[config.mk]
export PLATFORM = sky130hd
export DESIGN_NAME = min_max_contrast_stretch
export DESIGN_NICKNAME = d
export VERILOG_FILES = /design/src/rtl/core/mmcs_pkg.sv /design/src/rtl/core/min_max_contrast_stretch.sv
export SDC_FILE = /design/constraint.sdc
export NUM_CORES = 1
export LEC_CHECK = 0
export BUFFER_PORTS_ARGS = -buffer_cell sky130_fd_sc_hd__clkbuf_2
export CAP_MARGIN = 30
export CORE_MARGIN = 1
export CORE_UTILIZATION = 45
export DETAILED_ROUTE_END_ITERATION = 6
export GPL_ROUTABILITY_DRIVEN = 0
export PLACE_DENSITY = 0.7
export SYNTH_ARGS = -nofsm -noshare
export SYNTH_HDL_FRONTEND = slang
export SYNTH_SLANG_ARGS = --single-unit
[constraint.sdc]
create_clock -name clk -period 4.55 [get_ports clk]
set_clock_uncertainty 0.2 [all_clocks]
set_input_delay 0.2275 -clock clk [delete_from_list [all_inputs] [get_ports clk]]
set_output_delay 0.2275 -clock clk [all_outputs]
set_load 0.005 [all_outputs]
[src/rtl/core/mmcs_pkg.sv]
// ----------------------------------------------------------------------------
// mmcs_pkg
// Shared types and constants for the min/max contrast stretch block:
// command codes, range and divider widths, output limits.
// ----------------------------------------------------------------------------
package mmcs_pkg;

    // command codes
    localparam logic [1:0] CMD_CLEAR   = 2'd0;
    localparam logic [1:0] CMD_MEASURE = 2'd1;
    localparam logic [1:0] CMD_CONVERT = 2'd2;

    // widths of the stored range and the serial divider
    localparam int RANGE_W   = 17;
    localparam int DIFF_W    = RANGE_W + 1;
    localparam int OUT_W     = 8;
    localparam int QUOT_BITS = 8;
    localparam int CNT_W     = 3;
    localparam int REM_W     = RANGE_W + 9;

    localparam logic [OUT_W-1:0] PIXEL_MAX = 8'd255;

    typedef logic signed [RANGE_W-1:0] range_t;
    typedef logic [OUT_W-1:0]          pixel8_t;

endpackage

[src/rtl/core/min_max_contrast_stretch.sv]
// ----------------------------------------------------------------------------
// min_max_contrast_stretch
// Tracks the minimum and maximum of a frame and stretches pixels linearly
// onto 0..255 with round-half-up, using a bit-serial restoring divider.
// ----------------------------------------------------------------------------
// Clear and measure requests complete on acceptance; they can follow back to back.
// Convert: prep, numerator load, eight divider iterations, then output load;
// empty, zero-width or clamped cases skip the numerator load and divider.
// The output load waits while a held result is not taken; the next request is
// taken after the output load. The divider retires one quotient bit per cycle.
// Reset clears the range, the valid flag, the signed setting and result valid.
module min_max_contrast_stretch #(
    parameter int PIXEL_BITS = 16
) (
    input  logic                           clk,
    input  logic                           rst_n,
    input  logic                           cfg_write_en,
    input  logic                           cfg_write_data,
    input  logic                           in_valid,
    output logic                           in_ready,
    input  logic [1:0]                     command,
    input  logic [15:0]                    pixel_in,
    output logic                           out_valid,
    input  logic                           out_ready,
    output logic [mmcs_pkg::OUT_W-1:0]     pixel_out,
    output logic [mmcs_pkg::RANGE_W-1:0]   range_low_out,
    output logic [mmcs_pkg::RANGE_W-1:0]   range_high_out
);

    localparam logic [2:0] S_IDLE   = 3'd0;
    localparam logic [2:0] S_PREP   = 3'd1;
    localparam logic [2:0] S_LOAD   = 3'd2;
    localparam logic [2:0] S_DIV    = 3'd3;
    localparam logic [2:0] S_FINISH = 3'd4;

    localparam int EXT_BITS = mmcs_pkg::RANGE_W - PIXEL_BITS;

    // control state
    logic [2:0]                     state_reg, state_next;
    logic [mmcs_pkg::CNT_W-1:0]     count_reg, count_next;
    logic                           out_valid_reg, out_valid_next;
    logic                           signed_pixels_reg, signed_pixels_next;
    mmcs_pkg::range_t               range_low_reg, range_low_next;
    mmcs_pkg::range_t               range_high_reg, range_high_next;
    logic                           range_valid_reg, range_valid_next;

    // datapath
    mmcs_pkg::range_t               pix_reg, pix_next;
    logic [mmcs_pkg::RANGE_W-1:0]   n_reg, n_next;
    logic [mmcs_pkg::RANGE_W-1:0]   d_reg, d_next;
    logic [mmcs_pkg::REM_W-1:0]     rem_reg, rem_next;
    logic [mmcs_pkg::REM_W-1:0]     dvs_reg, dvs_next;
    mmcs_pkg::pixel8_t              quot_reg, quot_next;
    mmcs_pkg::pixel8_t              pixel_out_reg, pixel_out_next;
    mmcs_pkg::range_t               range_low_out_reg, range_low_out_next;
    mmcs_pkg::range_t               range_high_out_reg, range_high_out_next;

    // combinational helpers
    logic [PIXEL_BITS-1:0]          raw_pix;
    logic                           pix_sign;
    mmcs_pkg::range_t               pix_in_val;
    logic signed [mmcs_pkg::DIFF_W-1:0] diff_n, diff_d;
    logic [mmcs_pkg::REM_W-1:0]     n_wide, d_wide, numerator;
    logic [mmcs_pkg::REM_W-1:0]     rem_sub;

    // pixel read as signed or unsigned per setting
    assign raw_pix    = pixel_in[PIXEL_BITS-1:0];
    assign pix_sign   = signed_pixels_reg & raw_pix[PIXEL_BITS-1];
    assign pix_in_val = {{EXT_BITS{pix_sign}}, raw_pix};

    // offsets from the range minimum
    assign diff_n = {pix_reg[mmcs_pkg::RANGE_W-1], pix_reg}
                  - {range_low_reg[mmcs_pkg::RANGE_W-1], range_low_reg};
    assign diff_d = {range_high_reg[mmcs_pkg::RANGE_W-1], range_high_reg}
                  - {range_low_reg[mmcs_pkg::RANGE_W-1], range_low_reg};

    // numerator 510*n + d
    assign n_wide    = {{(mmcs_pkg::REM_W - mmcs_pkg::RANGE_W){1'b0}}, n_reg};
    assign d_wide    = {{(mmcs_pkg::REM_W - mmcs_pkg::RANGE_W){1'b0}}, d_reg};
    assign numerator = (n_wide << 9) - (n_wide << 1) + d_wide;

    assign rem_sub = rem_reg - dvs_reg;

    assign in_ready       = (state_reg == S_IDLE);
    assign out_valid      = out_valid_reg;
    assign pixel_out      = pixel_out_reg;
    assign range_low_out  = range_low_out_reg;
    assign range_high_out = range_high_out_reg;

    // next-state logic
    always_comb
    begin
        state_next          = state_reg;
        count_next          = count_reg;
        out_valid_next      = out_valid_reg & ~out_ready;
        signed_pixels_next  = signed_pixels_reg;
        range_low_next      = range_low_reg;
        range_high_next     = range_high_reg;
        range_valid_next    = range_valid_reg;
        pix_next            = pix_reg;
        n_next              = n_reg;
        d_next              = d_reg;
        rem_next            = rem_reg;
        dvs_next            = dvs_reg;
        quot_next           = quot_reg;
        pixel_out_next      = pixel_out_reg;
        range_low_out_next  = range_low_out_reg;
        range_high_out_next = range_high_out_reg;

        // configuration write
        if (cfg_write_en)
        begin
            signed_pixels_next = cfg_write_data;
        end

        case (state_reg)
            S_IDLE:
            begin
                if (in_valid)
                begin
                    case (command)
                        mmcs_pkg::CMD_CLEAR:
                        begin
                            range_low_next   = '0;
                            range_high_next  = '0;
                            range_valid_next = 1'b0;
                        end
                        mmcs_pkg::CMD_MEASURE:
                        begin
                            if (!range_valid_reg)
                            begin
                                range_low_next   = pix_in_val;
                                range_high_next  = pix_in_val;
                                range_valid_next = 1'b1;
                            end
                            else
                            begin
                                if (pix_in_val < range_low_reg)
                                begin
                                    range_low_next = pix_in_val;
                                end
                                if (pix_in_val > range_high_reg)
                                begin
                                    range_high_next = pix_in_val;
                                end
                            end
                        end
                        mmcs_pkg::CMD_CONVERT:
                        begin
                            pix_next   = pix_in_val;
                            state_next = S_PREP;
                        end
                        default:
                        begin
                        end
                    endcase
                end
            end
            // special cases and offsets
            S_PREP:
            begin
                n_next = diff_n[mmcs_pkg::RANGE_W-1:0];
                d_next = diff_d[mmcs_pkg::RANGE_W-1:0];
                if (!range_valid_reg || !(range_high_reg > range_low_reg)
                    || (pix_reg <= range_low_reg))
                begin
                    quot_next  = '0;
                    state_next = S_FINISH;
                end
                else if (pix_reg >= range_high_reg)
                begin
                    quot_next  = mmcs_pkg::PIXEL_MAX;
                    state_next = S_FINISH;
                end
                else
                begin
                    state_next = S_LOAD;
                end
            end
            // load numerator and divisor 2d aligned to the top quotient bit
            S_LOAD:
            begin
                rem_next   = numerator;
                dvs_next   = d_wide << mmcs_pkg::QUOT_BITS;
                quot_next  = '0;
                count_next = mmcs_pkg::CNT_W'(mmcs_pkg::QUOT_BITS - 1);
                state_next = S_DIV;
            end
            // one restoring step per cycle
            S_DIV:
            begin
                if (rem_reg >= dvs_reg)
                begin
                    rem_next  = rem_sub;
                    quot_next = {quot_reg[mmcs_pkg::OUT_W-2:0], 1'b1};
                end
                else
                begin
                    quot_next = {quot_reg[mmcs_pkg::OUT_W-2:0], 1'b0};
                end
                dvs_next = dvs_reg >> 1;
                if (count_reg == '0)
                begin
                    state_next = S_FINISH;
                end
                else
                begin
                    count_next = count_reg - 1'b1;
                end
            end
            // hand the result to the output register
            S_FINISH:
            begin
                if (!out_valid_reg || out_ready)
                begin
                    out_valid_next      = 1'b1;
                    pixel_out_next      = quot_reg;
                    range_low_out_next  = range_low_reg;
                    range_high_out_next = range_high_reg;
                    state_next          = S_IDLE;
                end
            end
            default:
            begin
                state_next = S_IDLE;
            end
        endcase
    end

    // control registers
    always_ff @(posedge clk or negedge rst_n)
    begin
        if (!rst_n)
        begin
            state_reg         <= S_IDLE;
            count_reg         <= '0;
            out_valid_reg     <= 1'b0;
            signed_pixels_reg <= 1'b0;
            range_low_reg     <= '0;
            range_high_reg    <= '0;
            range_valid_reg   <= 1'b0;
        end
        else
        begin
            state_reg         <= state_next;
            count_reg         <= count_next;
            out_valid_reg     <= out_valid_next;
            signed_pixels_reg <= signed_pixels_next;
            range_low_reg     <= range_low_next;
            range_high_reg    <= range_high_next;
            range_valid_reg   <= range_valid_next;
        end
    end

    // datapath registers
    always_ff @(posedge clk)
    begin
        pix_reg            <= pix_next;
        n_reg              <= n_next;
        d_reg              <= d_next;
        rem_reg            <= rem_next;
        dvs_reg            <= dvs_next;
        quot_reg           <= quot_next;
        pixel_out_reg      <= pixel_out_next;
        range_low_out_reg  <= range_low_out_next;
        range_high_out_reg <= range_high_out_next;
    end

endmodule

==> summary.md, run 1 <==
| Metric | Value |
|---|---|
| Kind of critical path | `reg -> reg` |
| Least-Margin Pin Slew | `about 0.93 ns` |
| Multiplexer area fraction after synthesis | `3.68%` |
| Mapped Cells | `around 1200` |
| Clock latency on the worst-skew pair | `roughly 0.44 ns` |
| Synthesis warning total | `0` |
| Slew margin rel. | `38.2%` |
| Peak VDD IR | `0.380 mV` |
| Number of setup violations in the final report | `0` |
| H-tree depth | `4` |
| Avg Synthesized Cell Area | `about 11 µm²` |
| Cell Area, Synth | `~0.013 mm²` |
| Die height | `roughly 170 µm` |
| Asr flop ratio synth | `roughly 22%` |
| Die X | `about 170 µm` |
| Clock Tree Buf Depth | `2` |
| P_sw | `0.00365 W` |
| Synth Register Bits | `~200` |
| Nets | `approximately 1500` |
| Post-synth EDFFs | `around 150` |
| RSZ-0062 raised after global routing | `no` |
| Worst Setup Start Kind | `flop` |
| Largest net degree at the start of global routing | `60` |
| Fmax | `259 MHz` |
| Final Power | `around 0.0092 W` |
| DR vias | `approximately 9000` |
| Largest family of logic cells by synthesized area | `adder cells` |
| Synth Area in Simple Gates | `a little over a tenth` |
| Drt via density | `approximately 5.4` |
| Fin Setup TNS | `0 ns` |
| DRC violations left | `0` |
| First-pass DRT Iterations | `5` |
| Final period demand of the worst path | `between 3 and 4 ns` |
| Ys flop type | `edfxtp_1` |
| Post-synthesis sequential area ratio | `between 40% and 50%` |
| CTS Root Cell | `clkbuf_16` |
| Unique masters post-synth | `74` |
| Largest area contributor in the netlist | `edfxtp_1` |
| Finished Layout Cells | `between 1500 and 2000` |
| Reg clk slew, reported paths | `roughly 0.080 ns` |
| Placed insts | `1608` |
| Post-Synth XOR/XNOR Area | `under 10%` |
| Synth Area in Adders | `roughly 16%` |
| Logic pwr share | `around half` |
| Reg2Reg Depth | `12` |
| Mapped Nets | `between 1000 and 1500` |
| GRT Residual Overflow | `0` |
| Share of cells above drive strength 1 | `between 10% and 20%` |
| Die footprint | `roughly 0.029 mm²` |
| Area grow syn2layout | `13.5%` |
| Synth Area in Compound Gates | `between 15 and 20%` |
| Top cells by area, synth | `edfxtp_1 36%, ha_1 14%, dfrtp_1 8.6%, inv_1 4.1%, xnor2_1 3.6%` |
| Antenna Violating Nets Remaining | `0` |
| Final Util | `roughly 53%` |
| Switching Share | `about two fifths` |
| Status | `complete, no violations` |
| DRT iter0 DRCs | `569` |
| CTS tree | `yes` |
| Sequential Power Share | `32.1%` |
| CP max FO | `7` |
| Critical path required time | `4.54 ns` |
| Internal | `approximately 0.0055 W` |
| Clk sinks | `about 200` |
| GR Util All Layers | `around a fifth` |
| Hold path depth | `3` |
| Fin. Hold Viols | `0` |
| First-pass GRT wire length | `44.3 mm` |
| Synth top cells by count | `152 x edfxtp_1, 143 x ha_1, 139 x inv_1` |
| Slew Viols, Final | `0` |
| Max_cap viols | `0` |
| Port-buffer cells | `67` |
| Resize count post-CTS | `0` |
| CP endpoint kind | `flop` |
| Inserted Clock Buffers | `17` |
| Yosys top cell area share | `between 30% and 40%` |
| Pwr dens | `about 640 mW/mm²` |
| Max FFs per register | `26` |
| ANT cells | `0` |
| Hold WC Path Type | `in -> reg` |
| Total Wirelength | `about 27 mm` |
| Avg WL per Cell | `between 15 and 20 µm` |
| Core Area | `between 0.02 and 0.03 mm²` |
| Starting Density | `a little under half` |
| Antenna violations before repair | `0` |
| Final hold slack | `a little over 0.05 ns` |
| HPWL after DPL | `20.8 mm` |
| P_leak | `around 6.3 nW` |
| Period utilization | `84.7%` |
| Ports | `68` |
| Vias in the first global route | `just over 9000` |
| Top-count cell post-synth | `edfxtp_1` |
| Clock power frac | `16.5%` |
| Critical Path AT | `3.85 ns` |
| Rows | `60` |
[layer usage]
| metal | share of wire (%) | track usage, % |
|---|---|---|
| met3 | 4.2 | 2.54 |
| met1 | 46 | 25.7 |
| met2 | 47 | 32.8 |
| met5 | 0 | 0 |
| met4 | 2.9 | 7.83 |
[timing repair]
item,CTS,global route
setup buffers,0,0
hold buffers,21,0
hold endpoints to repair,69,0
[through the flow]
stage | cell area [µm²] | worst slack (ns)
detailed placement | 13500 | 0.553
global route | 14300 | 0.403
floorplan | 12600 | 0.649
CTS | 14300 | 0.481
global placement | 13400 | 0.750
finish | 14300 | 0.696
[kinds of logic (layout without fill, tap and decap cells)]
logic type                 count (synthesis)  count (layout)
xor gates and xnor gates                  68              68
DFF                                      195             195
and+or+nand+nor                          265             265
muxes                                     38              38
buffers and inverters                    155             273
AOI/OAI and AO/OA                        296             296
adders and majority gates                155             155
[final timing paths]
| path | start | endpoint | slack (ns) |
|---|---|---|---|
| min in group asynchronous | rst_n | range_high_reg[14] | 0.07 |
| max reg2reg | range_low_reg[1] | quot_reg[5] | 0.70 |
| max in group asynchronous | rst_n | range_low_reg[1] | 3.56 |
| min | command[1] | range_valid_reg | 0.05 |
| max | range_low_reg[1] | quot_reg[5] | 0.70 |
| min reg2reg | quot_reg[7] | pixel_out[7] | 0.25 |
[cell type report]
class,count,area [µm²]
Fill cell,2431,12900
Tap cell,372,465
Inverter,139,522
Multi-Input combinational cell,822,6370
Clock inverter,13,133
Sequential cell,195,5640
Clock buffer,19,464
Timing Repair Buffer,102,677
[worst max-delay path: stages, from the launching register on]
cell      delay (ns)
dfrtp_1         0.47
inv_1           0.13
ha_1            0.32
nor2b_1         0.14
o21ai_1         0.07
nand2b_1        0.15
a211oi_1        0.14
o21a_1          0.24
o22ai_1         0.27
a31oi_1         0.18
nor4b_1         0.75
o21ai_0         0.30
buf_2           0.25
[power groups by stage]
| stage | logic (W) | clock network [W] | registers [W] |
|---|---|---|---|
| after global placement | 0.00452 | 0 | 0.00297 |
| after floorplan | 0.00357 | 0 | 0.00289 |
| final | 0.00472 | 0.00151 | 0.00294 |
| after detailed placement | 0.00463 | 0 | 0.00298 |
| after global routing | 0.00525 | 0.00160 | 0.00299 |
| after CTS | 0.00470 | 0.00154 | 0.00294 |
[layout by cell type (no fill, tap or decap), drive strengths merged, types with 11 or more instances in the layout]
cell         count
a21o            43
a21oi           84
and2            22
buf             14
clkbuf          86
dfrtp           43
dlygate4sd3     21
edfxtp         152
fa              12
ha             143
inv            147
mux2            36
nand2           66
nand2b          14
nand4           17
nor2            71
nor2b           18
nor3            20
o21a            13
o21ai           76
o21bai          11
xnor2           51
xor2            17
Power figures use the tool's default switching activity.
==> run 2: changes to the inputs <==
==> constraint.sdc (replaced) <==
create_clock -name clk -period 3.95 [get_ports clk]
set_clock_uncertainty 0.2 [all_clocks]
set_input_delay 0.1975 -clock clk [delete_from_list [all_inputs] [get_ports clk]]
set_output_delay 0.1975 -clock clk [all_outputs]
set_load 0.005 [all_outputs]
==> summary.md, run 2 (synthesis results as in run 1) <==
| Metric | Value |
|---|---|
| Status | `complete, no violations` |
| Clock latency on the worst-skew pair | `around 0.44 ns` |
| H-tree depth | `4` |
| Most frequent cells in the layout | `152 x edfxtp_1, 143 x ha_1, 139 x inv_1, 82 x a21oi_1, 70 x nor2_1` |
| Period utilization | `91.8%` |
| First-pass DRT Iterations | `5` |
| Avg WL per Cell | `between 15 and 20 µm` |
| Antenna Violating Nets Remaining | `0` |
| Peak VDD IR | `around 0.4 mV` |
| Clk sinks | `just under 200` |
| Inserted Clock Buffers | `17` |
| Critical path required time | `just under 4 ns` |
| DR vias | `~9000` |
| First-pass GRT wire length | `roughly 44 mm` |
| Drt via density | `5.42` |
| Wire length on met2 | `about 13 mm` |
| Fin worst setup slack | `~0.32 ns` |
| Critical Path AT | `around 3.6 ns` |
| Die X | `between 150 and 200 µm` |
| DRT iter0 DRCs | `480` |
| Least-Margin Pin Slew | `about 0.62 ns` |
| Final hold slack | `between 0.02 and 0.03 ns` |
| Rows | `60` |
| CP max FO | `26` |
| ANT cells | `0` |
| Pwr dens | `about 740 mW/mm²` |
| Die footprint | `0.0286 mm²` |
| DRC violations left | `0` |
| CP endpoint kind | `flop` |
| Most common cell after layout, fill and taps aside | `edfxtp_1` |
| Area grow syn2layout | `13.7%` |
| Port-buffer cells | `67` |
| Reg clk slew, reported paths | `~0.080 ns` |
| Starting Density | `46.3%` |
| Slew margin rel. | `between 50% and 60%` |
| Max FFs per register | `26` |
| Placed insts | `approximately 1600` |
| Wl on met1 | `roughly 13 mm` |
| Finished Layout Cells | `between 1500 and 2000` |
| Nets | `about 1500` |
| Die height | `169 µm` |
| Setup WS pre-CTS | `0.280 ns` |
| RSZ-0062 raised after global routing | `no` |
| Number of setup violations in the final report | `0` |
| HPWL after DPL | `just over 20 mm` |
| Setup Fix Bufs, Post-CTS | `0` |
| Vias in the first global route | `roughly 9000` |
| Highest metal used | `met4` |
| Core Area | `roughly 0.027 mm²` |
| Slew Viols, Final | `0` |
| CTS Root Cell | `clkbuf_16` |
| Clock Tree Buf Depth | `2` |
| Final Util | `between 50% and 60%` |
| Fin. Hold Viols | `0` |
| Fill count | `approximately 2400` |
| Kind of critical path | `reg -> reg` |
| GR Util All Layers | `approximately a fifth` |
| Antenna violations before repair | `0` |
| Total Wirelength | `roughly 27 mm` |
| GRT Residual Overflow | `0` |
| P_leak | `6.31 nW` |
| Share of cells above drive strength 1 | `between 10% and 20%` |
| Fin Setup TNS | `0 ns` |
| Final period demand of the worst path | `3.63 ns` |
| Ports | `slightly below 70` |
| Fmax | `about 280 MHz` |
| Hold WC Path Type | `in -> reg` |
| Largest net degree at the start of global routing | `60` |
| CTS tree | `yes` |
| Worst Setup Start Kind | `flop` |
| DR WL met3 | `around 960 µm` |
| Max_cap viols | `0` |
[run 2: stage by stage]
step / power, W / cell area, µm²
2_1_floorplan: 0.00745 / 12600
3_3_place_gp: 0.00863 / 13400
3_5_place_dp: 0.00877 / 13500
4_1_cts: 0.0106 / 14300
5_1_grt: 0.0114 / 14300
6_report: 0.0106 / 14300
[run 2: layer usage]
layer  track usage, %  vias up
met2             33.3      226
met5                0        -
li1                 -     4454
met4             6.97        0
met1             25.9     4288
met3             2.96       36
[run 2: worst paths after layout]
kind	start	endpoint	slack (ns)	cells after the start
setup / recovery	rem_reg[0]	rem_reg[12]	0.32	13
hold / removal	command[1]	range_high_reg[12]	0.03	4
setup reg to reg	rem_reg[0]	rem_reg[12]	0.32	13
hold reg to reg	quot_reg[7]	pixel_out[7]	0.22	0
max in group asynchronous	rst_n	range_low_reg[1]	2.97	3
min in group asynchronous	rst_n	range_high_reg[14]	0.05	2
[run 2: worst max-delay path, stage by stage (launching register included)]
cell	delay [ns]
edfxtp_1	0.34
inv_1	0.05
ha_1	0.21
fa_1	0.41
nor2b_1	0.16
o31ai_1	0.11
a21oi_2	0.22
o211ai_1	0.18
a31o_1	0.30
o211ai_1	0.27
a31oi_1	0.14
or3_1	0.41
o21ai_2	0.10
buf_12	0.21
[run 2: report_power, final]
part / internal (W) / leakage [nW] / switching (W)
sequential: 0.00308 / 1.96 / 0.000315
clock: 0.000891 / 0.298 / 0.000870
combinational: 0.00238 / 4.05 / 0.00305
total: 0.00636 / 6.31 / 0.00423
[run 2: area by class of cell]
class	count	area (µm²)	share of cell area (%)
clock inverters	13	160	1.12
clock buffers	19	454	3.18
repair buffers	102	678	4.74
well taps	372	465	3.25
flip-flops and latches	195	5640	39.4
inverters	139	522	3.65
multi-input cells	822	6380	44.6
[run 2: what timing repair did]
action	4_1_cts	5_1_grt
hold buffers	22	0
resized for setup	0	2
endpoints found under the hold margin	86	0
setup endpoints to repair	0	34
==> run 3: changes to the inputs <==
--- a/config.mk
+++ b/config.mk
@@ -5,6 +5,7 @@
 export SDC_FILE = /design/constraint.sdc
 export NUM_CORES = 1
 export LEC_CHECK = 0
+export ABC_AREA = 1
 export BUFFER_PORTS_ARGS = -buffer_cell sky130_fd_sc_hd__clkbuf_2
 export CAP_MARGIN = 30
 export CORE_MARGIN = 1
==> summary.md, run 3 <==
| Metric | Value |
|---|---|
| Max_cap viols | `0` |
| Largest area contributor in the netlist | `edfxtp_1` |
| Kind of critical path | `reg -> reg` |
| CP endpoint kind | `flop` |
| Most frequent cells in the layout | `381 x nand2_1, 237 x inv_1, 152 x edfxtp_1, 150 x nor2_1, 143 x ha_1` |
| Worst Setup Start Kind | `flop` |
| RSZ-0062 raised after global routing | `no` |
| Antenna Violating Nets Remaining | `0` |
| Die height | `176 µm` |
| Ports | `~70` |
| Hold-fix buffers, CTS | `21` |
| Die footprint | `0.0310 mm²` |
| Crit path cell chain | `fa_1, inv_1, ha_1, nand2_1, nor2_1, inv_1, nor3_1, nand3_1, nand3_1, a21oi_1, o21ai_0, nand2_1` |
| Clock Tree Buf Depth | `2` |
| Status | `complete, no violations` |
| Mapped Nets | `1810` |
| CTS Root Cell | `clkbuf_16` |
| CP max FO | `4` |
| First-pass DRT Iterations | `5` |
| Final period demand of the worst path | `about 3.1 ns` |
| Ys flop type | `edfxtp_1` |
| Synth Register Bits | `about 200` |
| Yosys top cell area share | `between 30% and 40%` |
| Synthesis warning total | `0` |
| Period utilization | `78.5%` |
| Core Area | `just under 0.03 mm²` |
| Fin Setup TNS | `0 ns` |
| HPWL after DPL | `27.1 mm` |
| FF/Latch Area | `~0.0056 mm²` |
| DR vias | `around 11000` |
| Fin. Hold Viols | `0` |
| Total Wirelength | `34.4 mm` |
| Crit-path slowest cell | `fa_1` |
| Mapped Cells | `~1600` |
| Post-synthesis sequential area ratio | `between 40% and 50%` |
| GR Util All Layers | `between 20% and 30%` |
| Critical path required time | `3.94 ns` |
| DRT iter0 DRCs | `a little under 900` |
| H-tree depth | `4` |
| Slew Viols, Final | `0` |
| CTS tree | `yes` |
| Resize count post-CTS | `0` |
| Least-Margin Pin Slew | `about 0.73 ns` |
| Drt via density | `between 5 and 6` |
| Critical Path AT | `slightly above 3 ns` |
| Largest net degree at the start of global routing | `45` |
| Max stage delay on crit path | `~0.53 ns` |
| Top cells by area, synth | `edfxtp_1 33%, ha_1 13%, nand2_1 10%, dfrtp_1 7.9%, inv_1 6.5%` |
| Max FFs per register | `26` |
| Antenna violations before repair | `0` |
| First-pass GRT wire length | `between 50 and 60 mm` |
| Multi-input logic area | `between 0.006 and 0.007 mm²` |
| GRT Residual Overflow | `0` |
| Hold WC Path Type | `in -> reg` |
| ANT cells | `0` |
| Synth top cells by count | `381 x nand2_1, 237 x inv_1, 152 x edfxtp_1` |
| Fmax | `~320 MHz` |
| Post-synth EDFFs | `approximately 150` |
| Unique masters post-synth | `between 50 and 60` |
| Share of cells above drive strength 1 | `around a tenth` |
| Rows | `between 60 and 70` |
| Vias in the first global route | `between 10000 and 15000` |
| Top-count cell post-synth | `nand2_1` |
| Avg Synthesized Cell Area | `roughly 8.4 µm²` |
| DRC violations left | `0` |
| Starting Density | `about 46%` |
| Fill count | `2762` |
| Nets | `around 1900` |
| Number of setup violations in the final report | `0` |
| Setup Fix Bufs, Post-CTS | `0` |
| Area grow syn2layout | `11.8%` |
| Slew margin rel. | `51.2%` |
| Inserted Clock Buffers | `17` |
| Asr flop ratio synth | `between 20% and 30%` |
| Port-buffer cells | `67` |
| Avg WL per Cell | `between 15 and 20 µm` |
| Most common cell after layout, fill and taps aside | `nand2_1` |
| Die X | `about 180 µm` |
| Clk sinks | `195` |
| Clock latency on the worst-skew pair | `0.45 ns` |
| Cell Area, Synth | `approximately 0.014 mm²` |
| Reg clk slew, reported paths | `~0.090 ns` |
==> run 3: path summary, 6_finish.rpt <==
check                       startpoint                 end  slack [ns]  depth (start not counted)
setup / recovery             n_reg[12]         rem_reg[21]        0.85                         12
hold / removal              command[1]  range_high_reg[15]        0.01                          6
setup reg to reg             n_reg[12]         rem_reg[21]        0.85                         12
hold reg to reg            quot_reg[7]        pixel_out[7]        0.23                          0
max in group asynchronous        rst_n        count_reg[1]        2.97                          3
min in group asynchronous        rst_n   range_low_reg[13]        0.17                          3
==> run 3: layer usage <==
metal | vias to the layer above | global-route usage (%) | wire [µm] | part of all wire, %
met3 | 77 | 2.82 | 1560 | 4.5
met1 | 5307 | 28.6 | 15100 | 44
met2 | 365 | 39.6 | 16700 | 48
met5 | - | 0 | 0 | 0
met4 | 0 | 8.22 | 1080 | 3.1
li1 | 5670 | - | - | -
==> run 3: final cells by class <==
class,count,area share (%)
timing repair buffer,97,4.02
multi-input combinational,1175,45.8
sequential,195,37.0
inverter,242,5.96
tap,390,3.20
clock buffer,18,2.82
clock inverter,14,1.17
==> run 3: metrics by stage <==
step / setup slack [ns] / utilization, % / hold slack (ns) / cells / cell area, µm²
floorplan: 0.568 / - / -0.298 / 1631 / 13600
global placement: 0.937 / 48.5 / 0.116 / 2078 / 14400
detailed placement: 0.946 / 48.5 / 0.123 / 2078 / 14400
CTS: 0.934 / 51.3 / 0.00292 / 2131 / 15200
global route: 0.721 / 51.3 / 0.0235 / 2131 / 15200
finish: 0.850 / 51.3 / 0.0129 / 2131 / 15200
==> run 3: critical path: cells and delay by family (launching register included) <==
family	cells	cell delay [ns]
simple gates	6	1.00
buf+inv	2	0.11
compound gates	2	0.19
fa+ha+maj	2	0.91
flops	1	0.46
==> run 3: kinds of logic after synthesis <==
group	share of synthesized area, %
simple gates	22.7
fa+ha+maj	14.9
xor+xnor	2.63
flops	41.4
mux	0.0826
compound gates	10.8
buf+inv	7.55
Power of run 3 is left out: the tool's default activity adds up to more than one toggle a clock period on the data nets, which glitch-free logic cannot reach.
